**src/rtl/core/ffr_pkg.sv**
```systemverilog
// ----------------------------------------------------------------------------
// ffr_pkg
// shared types and constants of the fixed frame receiver
// ----------------------------------------------------------------------------
package ffr_pkg;

	localparam int unsigned PaddrWidth = 3;

	localparam logic [3:0] DataLastPos  = 4'd7;
	localparam logic [3:0] CheckPos     = 4'd8;
	localparam logic [3:0] FrameLastPos = 4'd9;

	localparam logic [7:0] StartMarkerReset = 8'd170;
	localparam logic [7:0] EndMarkerReset   = 8'd85;

	typedef enum logic [1:0] {
		ST_NONE    = 2'd0,
		ST_OK      = 2'd1,
		ST_BAD_END = 2'd2,
		ST_BAD_SUM = 2'd3
	} ffr_status_t;

	typedef enum logic {
		CFG_START_MARKER = 1'b0,
		CFG_END_MARKER   = 1'b1
	} ffr_cfg_idx_t;

	typedef struct packed {
		logic [7:0] start_marker;
		logic [7:0] end_marker;
	} ffr_cfg_t;

	typedef struct packed {
		ffr_status_t status;
		logic [7:0]  msg_id;
		logic [15:0] left_drive;
		logic [15:0] right_drive;
		logic [15:0] steer_drive;
	} ffr_result_t;

endpackage

```
**src/rtl/core/ffr_if.sv**
```systemverilog
// ----------------------------------------------------------------------------
// ffr channel interfaces
// valid/ready channels for received bytes and frame status words
// ----------------------------------------------------------------------------
interface ffr_byte_if;
	logic       valid;
	logic       ready;
	logic [7:0] rx_byte;

	modport source (output valid, output rx_byte, input ready);
	modport sink (input valid, input rx_byte, output ready);
endinterface

interface ffr_status_if;
	logic        valid;
	logic        ready;
	logic [1:0]  frame_status;
	logic [7:0]  msg_id;
	logic [15:0] left_drive;
	logic [15:0] right_drive;
	logic [15:0] steer_drive;

	modport source (
		output valid, output frame_status, output msg_id,
		output left_drive, output right_drive, output steer_drive,
		input ready
	);
	modport sink (
		input valid, input frame_status, input msg_id,
		input left_drive, input right_drive, input steer_drive,
		output ready
	);
endinterface

```
**src/rtl/core/fixed_frame_receiver_core.sv**
```systemverilog
// ----------------------------------------------------------------------------
// fixed_frame_receiver_core
// 10-byte frame receiver with xor checksum, one status word per byte
//
//   channel  dir  payload                                     handshake
//   rx       in   rx_byte                                     valid/ready
//   status   out  frame_status, msg_id, left/right/steer      valid/ready
//   apb      in   start_marker (0x0), end_marker (0x4)        psel/penable
//
// one byte per cycle sustained while status words are taken; a status word
// passes through the input register, then the result register
// reset clears frame tracking and loads the marker defaults
// a stalled status word holds; one more byte is still taken into the
// input register before rx ready drops
// ----------------------------------------------------------------------------
module fixed_frame_receiver_core (
	input  logic                            clk,
	input  logic                            arst_n,
	input  logic                            psel,
	input  logic                            penable,
	input  logic                            pwrite,
	input  logic [ffr_pkg::PaddrWidth-1:0]  paddr,
	input  logic [31:0]                     pwdata,
	output logic [31:0]                     prdata,
	output logic                            pready,
	ffr_byte_if.sink                        rx,
	ffr_status_if.source                    status
);

	ffr_pkg::ffr_cfg_t    cfg;
	ffr_pkg::ffr_result_t result;
	ffr_pkg::ffr_result_t out_q;
	logic                 valid_s1;
	logic [7:0]           byte_s1;
	logic                 out_valid_q;
	logic                 out_free;
	logic                 advance;

	ffr_cfg_regs u_cfg (
		.clk     (clk),
		.arst_n  (arst_n),
		.psel    (psel),
		.penable (penable),
		.pwrite  (pwrite),
		.paddr   (paddr),
		.pwdata  (pwdata),
		.prdata  (prdata),
		.pready  (pready),
		.cfg     (cfg)
	);

	assign out_free = !out_valid_q || status.ready;
	assign advance  = valid_s1 && out_free;
	assign rx.ready = !valid_s1 || out_free;

	always_ff @(posedge clk or negedge arst_n) begin
		if (!arst_n) begin
			valid_s1 <= 1'b0;
		end else if (rx.valid && rx.ready) begin
			valid_s1 <= 1'b1;
		end else if (advance) begin
			valid_s1 <= 1'b0;
		end
	end

	always_ff @(posedge clk) begin
		if (rx.valid && rx.ready) begin
			byte_s1 <= rx.rx_byte;
		end
	end

	ffr_parser u_parser (
		.clk     (clk),
		.arst_n  (arst_n),
		.step    (advance),
		.rx_byte (byte_s1),
		.cfg     (cfg),
		.result  (result)
	);

	always_ff @(posedge clk or negedge arst_n) begin
		if (!arst_n) begin
			out_valid_q <= 1'b0;
		end else if (advance) begin
			out_valid_q <= 1'b1;
		end else if (status.ready) begin
			out_valid_q <= 1'b0;
		end
	end

	always_ff @(posedge clk) begin
		if (advance) begin
			out_q <= result;
		end
	end

	assign status.valid        = out_valid_q;
	assign status.frame_status = out_q.status;
	assign status.msg_id       = out_q.msg_id;
	assign status.left_drive   = out_q.left_drive;
	assign status.right_drive  = out_q.right_drive;
	assign status.steer_drive  = out_q.steer_drive;

endmodule

```
**src/rtl/core/ffr_cfg_regs.sv**
```systemverilog
// ----------------------------------------------------------------------------
// ffr_cfg_regs
// apb register block holding the start and end marker bytes
// ----------------------------------------------------------------------------
module ffr_cfg_regs (
	input  logic                             clk,
	input  logic                             arst_n,
	input  logic                             psel,
	input  logic                             penable,
	input  logic                             pwrite,
	input  logic [ffr_pkg::PaddrWidth-1:0]   paddr,
	input  logic [31:0]                      pwdata,
	output logic [31:0]                      prdata,
	output logic                             pready,
	output ffr_pkg::ffr_cfg_t                cfg
);

	ffr_pkg::ffr_cfg_idx_t reg_idx;
	logic                  wr_en;
	logic [7:0]            start_marker_q;
	logic [7:0]            end_marker_q;

	assign pready  = 1'b1;
	assign reg_idx = ffr_pkg::ffr_cfg_idx_t'(paddr[2]);
	assign wr_en   = psel && penable && pwrite && pready;

	always_ff @(posedge clk or negedge arst_n) begin
		if (!arst_n) begin
			start_marker_q <= ffr_pkg::StartMarkerReset;
			end_marker_q   <= ffr_pkg::EndMarkerReset;
		end else if (wr_en) begin
			unique case (reg_idx)
				ffr_pkg::CFG_START_MARKER: start_marker_q <= pwdata[7:0];
				ffr_pkg::CFG_END_MARKER:   end_marker_q   <= pwdata[7:0];
				default: ;
			endcase
		end
	end

	always_comb begin
		prdata = '0;
		unique case (reg_idx)
			ffr_pkg::CFG_START_MARKER: prdata = {24'd0, start_marker_q};
			ffr_pkg::CFG_END_MARKER:   prdata = {24'd0, end_marker_q};
			default:                   prdata = '0;
		endcase
	end

	assign cfg.start_marker = start_marker_q;
	assign cfg.end_marker   = end_marker_q;

endmodule

```
**src/rtl/core/ffr_parser.sv**
```systemverilog
// ----------------------------------------------------------------------------
// ffr_parser
// frame tracking state, running xor and per-byte status decision
// ----------------------------------------------------------------------------
module ffr_parser (
	input  logic                  clk,
	input  logic                  arst_n,
	input  logic                  step,
	input  logic [7:0]            rx_byte,
	input  ffr_pkg::ffr_cfg_t     cfg,
	output ffr_pkg::ffr_result_t  result
);

	logic       collecting_q;
	logic       collecting_d;
	logic [3:0] pos_q;
	logic [3:0] pos_d;
	logic [7:0] xor_q;
	logic [7:0] xor_d;
	logic [7:0] check_q;
	logic       check_wr;
	logic       data_wr;
	logic [7:0] data_q [1:7];

	always_comb begin
		collecting_d = collecting_q;
		pos_d        = pos_q;
		xor_d        = xor_q;
		check_wr     = 1'b0;
		data_wr      = 1'b0;
		result       = '0;
		result.status = ffr_pkg::ST_NONE;
		if (!collecting_q) begin
			if (rx_byte == cfg.start_marker) begin
				collecting_d = 1'b1;
				pos_d        = 4'd1;
				xor_d        = 8'd0;
			end
		end else if (pos_q == 4'd0 || pos_q > ffr_pkg::FrameLastPos) begin
			collecting_d = 1'b0;
			pos_d        = 4'd0;
		end else if (pos_q < ffr_pkg::FrameLastPos) begin
			pos_d = pos_q + 4'd1;
			if (pos_q <= ffr_pkg::DataLastPos) begin
				data_wr = 1'b1;
				xor_d   = xor_q ^ rx_byte;
			end else begin
				check_wr = 1'b1;
			end
		end else begin
			collecting_d = 1'b0;
			pos_d        = 4'd0;
			if (rx_byte != cfg.end_marker) begin
				result.status = ffr_pkg::ST_BAD_END;
			end else if (check_q != xor_q) begin
				result.status = ffr_pkg::ST_BAD_SUM;
			end else begin
				result.status      = ffr_pkg::ST_OK;
				result.msg_id      = data_q[1];
				result.left_drive  = {data_q[3], data_q[2]};
				result.right_drive = {data_q[5], data_q[4]};
				result.steer_drive = {data_q[7], data_q[6]};
			end
		end
	end

	always_ff @(posedge clk or negedge arst_n) begin
		if (!arst_n) begin
			collecting_q <= 1'b0;
			pos_q        <= 4'd0;
		end else if (step) begin
			collecting_q <= collecting_d;
			pos_q        <= pos_d;
		end
	end

	always_ff @(posedge clk) begin
		if (step) begin
			xor_q <= xor_d;
			if (check_wr) begin
				check_q <= rx_byte;
			end
			if (data_wr) begin
				data_q[pos_q[2:0]] <= rx_byte;
			end
		end
	end

endmodule
```
**src/flat_wrapper.sv**
```systemverilog
// flat-port wrapper written by rule: the top's interface ports become plain ports
module fixed_frame_receiver_core_flat 
  (clk, arst_n, psel, penable, pwrite, paddr, pwdata, prdata, pready, rx_valid, rx_rx_byte, rx_ready, status_valid, status_frame_status, status_msg_id, status_left_drive, status_right_drive, status_steer_drive, status_ready);
  ffr_byte_if rx_i ();
  ffr_status_if status_i ();
  input  logic clk;
  input  logic arst_n;
  input  logic psel;
  input  logic penable;
  input  logic pwrite;
  input  logic [ffr_pkg::PaddrWidth-1:0] paddr;
  input  logic [31:0] pwdata;
  output logic [31:0] prdata;
  output logic pready;
  input wire logic [$bits(rx_i.valid)-1:0] rx_valid;
  input wire logic [$bits(rx_i.rx_byte)-1:0] rx_rx_byte;
  output wire logic [$bits(rx_i.ready)-1:0] rx_ready;
  output wire logic [$bits(status_i.valid)-1:0] status_valid;
  output wire logic [$bits(status_i.frame_status)-1:0] status_frame_status;
  output wire logic [$bits(status_i.msg_id)-1:0] status_msg_id;
  output wire logic [$bits(status_i.left_drive)-1:0] status_left_drive;
  output wire logic [$bits(status_i.right_drive)-1:0] status_right_drive;
  output wire logic [$bits(status_i.steer_drive)-1:0] status_steer_drive;
  input wire logic [$bits(status_i.ready)-1:0] status_ready;
  assign rx_i.valid = rx_valid;
  assign rx_i.rx_byte = rx_rx_byte;
  assign rx_ready = rx_i.ready;
  assign status_valid = status_i.valid;
  assign status_frame_status = status_i.frame_status;
  assign status_msg_id = status_i.msg_id;
  assign status_left_drive = status_i.left_drive;
  assign status_right_drive = status_i.right_drive;
  assign status_steer_drive = status_i.steer_drive;
  assign status_i.ready = status_ready;
  fixed_frame_receiver_core u_core (.clk(clk), .arst_n(arst_n), .psel(psel), .penable(penable), .pwrite(pwrite), .paddr(paddr), .pwdata(pwdata), .prdata(prdata), .pready(pready), .rx(rx_i), .status(status_i));
endmodule
```
**config.mk**
```make
export PLATFORM = sky130hd
export DESIGN_NAME = fixed_frame_receiver_core_flat
export DESIGN_NICKNAME = d
export VERILOG_FILES = /design/src/rtl/core/ffr_pkg.sv /design/src/rtl/core/ffr_if.sv /design/src/rtl/core/fixed_frame_receiver_core.sv /design/src/rtl/core/ffr_cfg_regs.sv /design/src/rtl/core/ffr_parser.sv /design/src/flat_wrapper.sv
export SDC_FILE = /design/constraint.sdc
export NUM_CORES = 1
export LEC_CHECK = 0
export BUFFER_PORTS_ARGS = -buffer_cell sky130_fd_sc_hd__buf_2
export CAP_MARGIN = 5
export CORE_MARGIN = 1
export CORE_UTILIZATION = 50
export DETAILED_ROUTE_END_ITERATION = 6
export GPL_ROUTABILITY_DRIVEN = 1
export GPL_TIMING_DRIVEN = 0
export PLACE_DENSITY = 0.78
export SETUP_SLACK_MARGIN = 0.3
export SYNTH_ARGS = -nofsm -noshare
export SYNTH_HDL_FRONTEND = slang
export SYNTH_SLANG_ARGS = --single-unit
```
**constraint.sdc**
```tcl
create_clock -name clk -period 3.9 [get_ports clk]
set_input_delay 1.17 -clock clk [delete_from_list [all_inputs] [get_ports clk]]
set_output_delay 1.17 -clock clk [all_outputs]
set_load 0.05 [all_outputs]
```
**Yosys cells after proc, flatten, opt, wreduce, memory -nomap -nowiden**

Memory sizes are Yosys's and may differ from the RTL's. A register that Yosys moved wholly into a read port is not among the register bits.
Cells that the tools add are included.

- Add/sub/neg operators: 1
- Magnitude comparators: 3
- Equality and inequality tests: 6
- Muxes and demuxes: 31
- Bitwise logic cells: 3
- Reductions and logical operators: 21

Operator list:

| kind | number |
|---|---|
| $pmux W32 S2 | 1 |
| $mux W8 | 5 |
| $mux W1 | 19 |
| $mux W4 | 4 |
| $ne A8 B8 Y1 | 2 |
| $eq A8 B8 Y1 | 1 |
| $reduce_and A2 Y1 | 4 |
| $xor A8 B8 Y8 | 1 |
| $reduce_bool A2 Y1 | 3 |
| $reduce_and A5 Y1 | 1 |
| $reduce_or A5 Y1 | 1 |
| $add A4 B1 Y4 const B | 1 |
| $gt A4 B4 Y1 const B | 1 |
| $le A4 B3 Y1 const B | 1 |
| $logic_and A1 B1 Y1 | 4 |
| $logic_not A4 Y1 | 1 |
| $lt A4 B4 Y1 const B | 1 |
| $mux W2 | 2 |
| $ne A2 B1 Y1 const B | 2 |
| $reduce_or A4 Y1 | 1 |
| $logic_or A1 B1 Y1 | 3 |
| $reduce_or A3 Y1 | 1 |
| $logic_not A1 Y1 | 2 |
| $ne A2 B2 Y1 const B | 1 |
| $not A1 Y1 | 2 |

- Bits in registers: 49
- RAM bits: 56
- Output and inout port bits: 93
- Memories kept: 1

Memory list:

| memory | words | bits a word | read ports | clocked after Yosys merged registers in | wr ports | RTL line | source |
|---|---|---|---|---|---|---|---|
| u_core.u_parser.data_q | 7 | 8 | 7 | 7 | 1 | ffr_parser.sv:23 | `logic [7:0] data_q [1:7];` |

**Logic depth before layout (Yosys ltp)**

Gate-level depths: netlist (run 1).

- Depth after elaboration: 8
- Mapped depth: 9
- Depth with buffers taken out: 6

**Modules after synthesis**

From an unflattened synthesis (run 1), not the netlist that was laid out.

- Cells, all modules: 442
- Area, all modules: 6,677.7 um2

Modules (own cells, without submodules):

| module | instances | cells an instance | area each (um2) | seq. area each (um2) |
|---|---|---|---|---|
| ffr_parser | 1 | 298 | 3,659.8 | 2,287.2 |
| fixed_frame_receiver_core | 1 | 74 | 2,085.8 | 2,031.9 |
| ffr_cfg_regs | 1 | 70 | 932.1 | 410.4 |

**Least setup slack after synthesis (run 1)**

No wires, ideal clock.

- Path kind: input -> register
- From: input status_ready
- To: register, netlist name status_left_drive[0]
- Setup time: 412 ps
- Arrival time: 2,617 ps
- Required time: 3,488 ps
- Path slack: 871 ps
- Stages: 3
- Buffers on the path: 0
- Path through: nand2b_1 nand2_1 inv_1

- Word-level cells in the longest chain between the ends: 2

RTL lines:

| what | RTL line | source |
|---|---|---|
| from (decl) | flat_wrapper.sv:24 | `input wire logic [$bits(status_i.ready)-1:0] status_ready;` |
| $logic_or A1 B1 Y1 | fixed_frame_receiver_core.sv:52 | `assign out_free = !out_valid_q \|\| status.ready;` |
| $logic_and A1 B1 Y1 | fixed_frame_receiver_core.sv:53 | `assign advance = valid_s1 && out_free;` |
| net u_core.advance | fixed_frame_receiver_core.sv:37 | `logic advance;` |

The timed path passes the listed nets, and every way through them passes these cells.
A chain may end at the register's enable or synchronous reset.

**Worst setup path after layout (run 1)**

- From: input paddr[2] in the netlist's numbering
- To: output prdata[5]

- Word-level cells in the longest chain between the ends: 2

RTL lines:

| what | RTL line | source |
|---|---|---|
| from (decl) | flat_wrapper.sv:11 | `input logic [ffr_pkg::PaddrWidth-1:0] paddr;` |
| $not A1 Y1 (no line) | - |  |
| $pmux W32 S2 (*) | ffr_cfg_regs.sv:42 | `unique case (reg_idx)` |
| to (decl) | flat_wrapper.sv:13 | `output logic [31:0] prdata;` |

Mark *: on every way between the ends. The rest lies on a longest branch, timed or not. The select of a mux whose other input is x is not followed.

==> results of run 1 <==
[Yosys cell counts, types with 5 or more instances]
cell type    n  area [um^2]
nor2_1      13        48.80
xor2_1       8        70.07
mux2_2      24        270.3
and3_1      58        362.9
edfxtp_1   138         4144
buf_4       25        187.7
nand4_1      5        31.28
nor2b_1      5        31.28
dfstp_2      8        210.2
clkbuf_1     8        30.03
xnor2_1     25        219.0
dfrtp_1     15        375.4
[sequential cells by signal, summed over array words and instances (netlist names), 2 cells and up]
name / count
u_core.u_parser.data_q: 56
status_left_drive: 16
status_right_drive: 16
status_steer_drive: 16
status_msg_id: 8
u_core.byte_s1: 8
u_core.u_cfg.end_marker_q: 8
u_core.u_cfg.start_marker_q: 8
u_core.u_parser.check_q: 8
u_core.u_parser.xor_q: 8
u_core.u_parser.pos_q: 4
u_core.status.frame_status: 2
[placed cells by master (no fill, tap or decap), types with 3 or more instances in the layout]
cell type / count
nand2_1: 4
nand4_1: 5
ha_1: 3
nor2_1: 13
mux2_2: 24
buf_4: 25
clkinv_4: 3
clkbuf_16: 17
xor2_1: 8
dfstp_2: 8
nand3_1: 4
edfxtp_1: 138
clkinv_2: 3
dfrtp_1: 15
bufinv_16: 4
inv_1: 3
nand2b_1: 4
and3_1: 58
xnor2_1: 25
conb_1: 25
clkbuf_1: 9
nor2b_1: 5
buf_6: 4
buf_2: 94
[worst max-delay path, cell delays in order]
cell	delay, ps
buf_2	230
mux2_2	380
buf_2	210
[power by group through the flow]
stage,clock [mW],combinational (mW),sequential [mW]
floorplan,0,0.297,2.20
global route,1.82,0.568,2.07
finish,1.72,0.535,2.06
detailed placement,0,0.533,2.09
global placement,0,0.521,2.09
CTS,1.74,0.537,2.06
[cells by family (layout without fill, tap and decap cells)]
logic type      after synthesis  in the layout  share of synthesized area, %
flops                       161            161                         74.28
simple gates                108            108                         10.18
buf+inv                      46            169                         4.755
xor+xnor                     33             33                         4.539
mux                          24             24                         4.244
compound gates               11             11                         1.297
fa+ha+maj                     3              3                        0.5896
other cells                   2             25                        0.1179
[per-layer routing]
layer  vias to the layer above  track usage, %  wire length, um
met4                         0           7.186              142
met5                         -               0                0
met1                      1658           24.06             4808
met3                        15           5.430              721
met2                       134           30.12             5505
li1                       1664               -                -
[stage by stage]
step | hold WS (ps) | cells | setup slack [ps]
2_1_floorplan | 517.8 | 411 | 871.2
3_3_place_gp | 523.3 | 669 | 308.1
3_5_place_dp | 526.4 | 670 | 306.4
4_1_cts | 540.3 | 702 | 725.0
5_1_grt | 557.9 | 702 | 699.3
6_report | 537.7 | 702 | 726.4
[final timing paths]
check | to | depth (start not counted) | start | slack, ps
setup / recovery | prdata[5] | 3 | paddr[2] | 730
hold / removal | status_steer_drive[4] | 1 | u_core.u_parser.data_q[6][4] | 540
setup reg to reg | u_core.u_parser.data_q[2][0] | 6 | u_core.u_parser.pos_q[1] | 1260
hold reg to reg | status_steer_drive[4] | 1 | u_core.u_parser.data_q[6][4] | 540
max in group asynchronous | u_core.u_cfg.start_marker_q[3] | 1 | arst_n | 2820
min in group asynchronous | u_core.u_cfg.end_marker_q[7] | 1 | arst_n | 710
[cell type report]
cell class              instances  area (um^2)
fillers                       911         4434
flip-flops and latches        161         4730
multi-input cells             204         1446
well taps                     168        210.2
clock buffers                  18        429.2
inverters                       4        15.01
repair buffers                 91        470.5
clock inverters                14        188.9
plain buffers                  42        287.8
==> results.ini, run 1 <==
[outcome]
status = finished clean

[synthesis]
synth_area_um2 = 6367
synth_edf_count = 138
async_flop_share_pct = 14.29
yosys_warnings = 0
synth_seq_area_share_pct = 74.28
synth_ff_type = edfxtp_1
avgSynthCellArea_um2 = 16.41
synth_cell_types = 38
synth-seq-cells = 161
synthCells = 388

[pwr]
p_leak_nw = 3.210
p_comb_share_pct = 12.4
p_sw_share_pct = 25.77
p_per_area_nw_per_um2 = 554.6
power.share.clock_pct = 39.9
p_seq_share_pct = 47.7
total_power_mw = 4.314
internal-power_mw = 3.202
ir_drop_mv = 0.3034
p_switching_mw = 1.112

[job]
cap_violations = 0

[timing]
finalMaxSlewViolations = 0
worst_pin_slew_ps = 1185
layout_min_cycle_time_ps = 3174
maxSlewHeadroom_pct = 20.37
fmax_ghz = 0.3151
setup_viol = 0
finClkSkew_ps = 8.051
grt_setup_unrepaired = no
fin_tns_setup_ps = 0
hold_viol = 0
post-route-period-util_pct = 81.37

[clock_network]
cts_tree = built
clockBufferDepth = 2
clock_latency_ps = 420
path_clk_slew_ps = 60
clock_sinks = 161
cts_resized = 0
cts_max_level = 4
ctsRootBufferMaster = clkbuf_16
cts_buffers = 17
postCtsHoldBufs = 0
cts_setup_buffers = 0

[final_layout]
antenna_cells = 0
final_util_pct = 63.69
layout-drive-gt1-share_pct = 36.52
nets = 574
design_area_um2 = 7777
syn_to_final_growth_pct = 22.15

[global_route]
grt_pass1_vias = 3381
antenna_found_initial = 0
grt_usage_pct = 18.68
grt_max_degree = 43
grt_pass1_wl_um = 17810
overflow = 0

[floorplan]
die_x_um = 114.9
core_area_um2 = 12210
die_area_um2 = 13190
start_util_pct = 52.14
pin_count = 143
num_rows = 40
die_height_um = 114.9

[drt]
via_per_inst = 4.944
first_iter_violations = 293
drt_wl_total_um = 11180
vias = 3471
drcViolationCount = 0
dr.pass1.iters = 4
ant_nets = 0
wire_per_inst_um = 15.92

[setup_path]
endpoint_kind = output pin
crit_arrival_ps = 2000
path_max_fanout = 10
crit_required_ps = 2730
crit_type = primary input to output pin
worstSetupStartpointType = primary input

[placed_design]
placed_cell_area_um2 = 7147
post-dp-hpwl_um = 7350
place_congestion = 0.8372
port_buffers = 90

[hold_path]
holdCritPathClass = register to register

No activity file was read; power rests on OpenSTA's default activity.
==> run 2, diff against run 1 <==
- ABC_AREA: not set -> 1
- PLACE_DENSITY: 0.78 -> 0.77
- clock period: 3.9 -> 3 ns (I/O delays scaled with it)
==> run 2 against run 1 <==
  * Die area grew 8.9%
  * Sequential share of layout area down 4.1 points
  * Cell count up 26%
  * Hold slack got worse by 86 ps
  * Clock skew up 3.7 ps
  * Clock power is 31% higher
  * Global-route usage down 0.41 points
  * Cell area increased by 7.3%
  * Utilization shrank 1.4 points
  * Combinational power grew 63%
  * First-iteration DRC count rose by 16%
  * Clock-buffer cell count rose by 1
  * Largest power group unchanged
==> results.ini, run 2 <==
[clock_network]
ctsRootBufferMaster = clkbuf_16
postCtsHoldBufs = 0  ; unchanged
path_clk_slew_ps = 60  ; about the same
cts_setup_buffers = 0  ; unchanged
clock_sinks = 161  ; unchanged
cts_tree = built
cts_buffers = 17  ; unchanged
clock_latency_ps = 420  ; about the same
clockBufferDepth = 2  ; unchanged
cts_max_level = 4  ; unchanged

[placed_design]
dp.cells = 858  ; +28%
place_congestion = 0.8510  ; +1.6%
port_buffers = 91  ; +1.1%
post-dp-hpwl_um = 7868  ; +7.0%

[final_layout]
layout-drive-gt1-share_pct = 29.49  ; -7.0 points
antenna_cells = 0  ; unchanged
syn_to_final_growth_pct = 20.16
fillers = 1031  ; +13%
layout_commonest_cell = edfxtp_1
nets = 754  ; +31%
layout_common_cells = edfxtp_1 (138), inv_1 (103), buf_2 (94), nand2_1 (94), nor2_1 (43)
largest_register_ffs = 56  ; unchanged
fin_cells = 888  ; +26%

[pwr]
p_switching_mw = 1.588  ; +43%
p_seq_share_pct = 46.5  ; -1.2 points
ir_drop_mv = 0.3478  ; +15%
power.share.clock_pct = 38.6  ; -1.3 points
p_per_area_nw_per_um2 = 701.9  ; +27%
p_sw_share_pct = 27.11  ; +1.3 points
total_power_mw = 5.857  ; +36%
internal-power_mw = 4.269  ; +33%
p_leak_nw = 3.681  ; +15%
p_comb_share_pct = 14.9  ; +2.5 points

[synthesis]
async_flop_share_pct = 14.29  ; unchanged
synth_ff_type = edfxtp_1
synthTopCellsByCount = edfxtp_1 (138), inv_1 (103), nand2_1 (94)
synth_top_family_by_area = simple AND/OR/NAND/NOR gates
synth_cell_types = 27  ; -29%
avgSynthCellArea_um2 = 12.23  ; -26%
synth-seq-cells = 161  ; unchanged
synth_seq_area_share_pct = 68.11  ; -6.2 points
synth_edf_count = 138  ; unchanged
synth_compound_area_share_pct = 2.703  ; +1.4 points
yosys.area_share.xor_xnor_pct = 2.396  ; -2.1 points
synth_top_area_share_pct = 59.68  ; -5.4 points
synthCells = 568  ; +46%
synth_area_um2 = 6944  ; +9.1%
synth.area.mux_share_pct = 0  ; -4.2 points
synth-simple-area-share_pct = 15.69  ; +5.5 points
synth_top_area_cell = edfxtp_1
yosys_warnings = 0  ; unchanged
synth.area.top_cells = edfxtp_1 (60%), nor2_4 (6.5%), inv_1 (5.6%)
yosysMostFrequentCell = edfxtp_1
synthAdderAreaFrac_pct = 0.5405  ; -0.049 points

[drt]
ant_nets = 0  ; unchanged
first_iter_violations = 340  ; +16%
drcViolationCount = 0  ; unchanged
dr.pass1.iters = 4  ; unchanged
wire_per_inst_um = 13.51  ; -15%
via_per_inst = 4.596  ; -7.1%
drt_wl_total_um = 12000  ; +7.3%
vias = 4081  ; +18%

[global_route]
overflow = 0  ; unchanged
grt_pass1_wl_um = 19350  ; +8.7%
grt_usage_pct = 18.26  ; -0.41 points
grt_max_degree = 66  ; +53%
antenna_found_initial = 0  ; unchanged
grt_pass1_vias = 3944  ; +17%

[setup_path]
rr_startpoint = u_core.u_parser.pos_q[1]
path_cells = buf_2 -> buf_2 -> o21ai_0 -> buf_2
endpoint_kind = output pin
crit_type = primary input to output pin
critPathTopFamily = buffers and inverters
worstSetupStartpointType = primary input
cp_slowest_stage_delay_ps = 300  ; -80 ps
cp_slowest_cell = buf_2
crit_required_ps = 2100  ; -630 ps
cp.buffers_inverters = 3  ; +1
critical_path.most_common_cell = buf_2
startpoint = paddr[2]
path_max_fanout = 10  ; unchanged
crit_arrival_ps = 1780  ; -220 ps

[timing]
grt_setup_unrepaired = no
holdWs_ps = 451.4  ; -86.28 ps
finalMaxSlewViolations = 0  ; unchanged
maxSlewHeadroom_pct = 48.63  ; +28 points
post-route-period-util_pct = 89.38
finClkSkew_ps = 11.77  ; +3.721 ps
hold_viol = 0  ; unchanged
fmax_ghz = 0.3729
layout_min_cycle_time_ps = 2681
setup_viol = 0  ; unchanged
worst_pin_slew_ps = 767.7  ; -417.6 ps

[floorplan]
die_area_um2 = 14360  ; +8.9%
num_rows = 42  ; +5.0%
core_area_um2 = 13400  ; +9.7%
die_height_um = 119.9  ; +4.4%
die_x_um = 119.9  ; +4.4%
start_util_pct = 51.82  ; -0.32 points
pin_count = 143  ; unchanged

[hold_path]
holdCritPathClass = primary input to asynchronous set/reset pin

[job]
cap_violations = 0  ; unchanged

[outcome]
status = finished clean

run 2: cell count changes after synthesis, sizes merged, moves of 4 or more:
cell,before,now
and3,58,1
nand3,4,14
clkbuf,9,4
xnor2,25,7
nor2b,5,0
nand2b,4,0
a21oi,2,6
nor4,4,0
nand2,4,94
nor2,14,85
inv,4,107
o21ai,2,30
xor2,8,12
mux2,24,0
run 2: power by group through the flow:
stage               sequential (mW)  combinational, mW  clock [mW]
global placement               2.76              0.856           0
floorplan                      3.05              0.388           0
detailed placement             2.77              0.867           0
CTS                            2.73              0.874        2.29
global route                   2.74              0.930        2.37
finish                         2.72              0.871        2.26
run 2: repair_timing:
action | CTS | global route
gates resized for setup | 2 | 4
setup endpoints to repair | 24 | 20
pin swaps | 0 | 0
cloned | 0 | 0
run 2: cells by family (layout without fill, tap and decap cells):
kind of cell | count (synthesis) | after routing
AOI/OAI and AO/OA | 37 | 37
xor gates and xnor gates | 19 | 19
adders and majority gates | 3 | 3
buffers and inverters | 146 | 267
DFF | 161 | 161
other | 2 | 25
and+or+nand+nor | 200 | 200
run 2: worst paths after layout:
kind / endpoint / slack, ps / depth (start not counted)
setup / recovery: prdata[6] / 320 / 4
hold / removal: u_core.u_cfg.start_marker_q[2] / 450 / 1
setup reg to reg: u_core.u_parser.data_q[7][3] / 710 / 7
hold reg to reg: u_core.u_cfg.start_marker_q[5] / 500 / 2
max in group asynchronous: u_core.u_cfg.end_marker_q[6] / 2190 / 1
min in group clk: u_core.u_cfg.start_marker_q[5] / 500 / 2
run 2: per-stage QoR:
| step | worst slack, ps | instance area, um^2 | utilization [%] | setup TNS (ps) |
|---|---|---|---|---|
| 3_5_place_dp | -399.9 | 7707 | 57.52 | -4855 |
| 2_1_floorplan | -95.99 | 7032 | - | -192.0 |
| 6_report | 318.6 | 8344 | 62.27 | 0 |
| 5_1_grt | 291.0 | 8344 | 62.27 | 0 |
| 3_3_place_gp | -269.0 | 7707 | 57.52 | -3295 |
| 4_1_cts | 318.4 | 8334 | 62.19 | 0 |
run 2: routing by layer:
layer | global-route usage, % | vias up | wire length (um)
met5 | 0 | - | 0
met4 | 9.453 | 0 | 201
met3 | 3.897 | 13 | 631
met2 | 30.89 | 139 | 6027
met1 | 22.02 | 1900 | 5139
li1 | - | 2029 | -
run 2: final cells by class:
class | count | area, um^2 | share of cell area, %
inverters | 108 | 410.4 | 4.918
well taps | 176 | 220.2 | 2.639
plain buffers | 38 | 321.6 | 3.854
clock inverters | 11 | 188.9 | 2.264
flip-flops and latches | 161 | 4730 | 56.68
clock buffers | 19 | 432.9 | 5.188
multi-input cells | 284 | 1583 | 18.97
repair buffers | 91 | 457.9 | 5.488
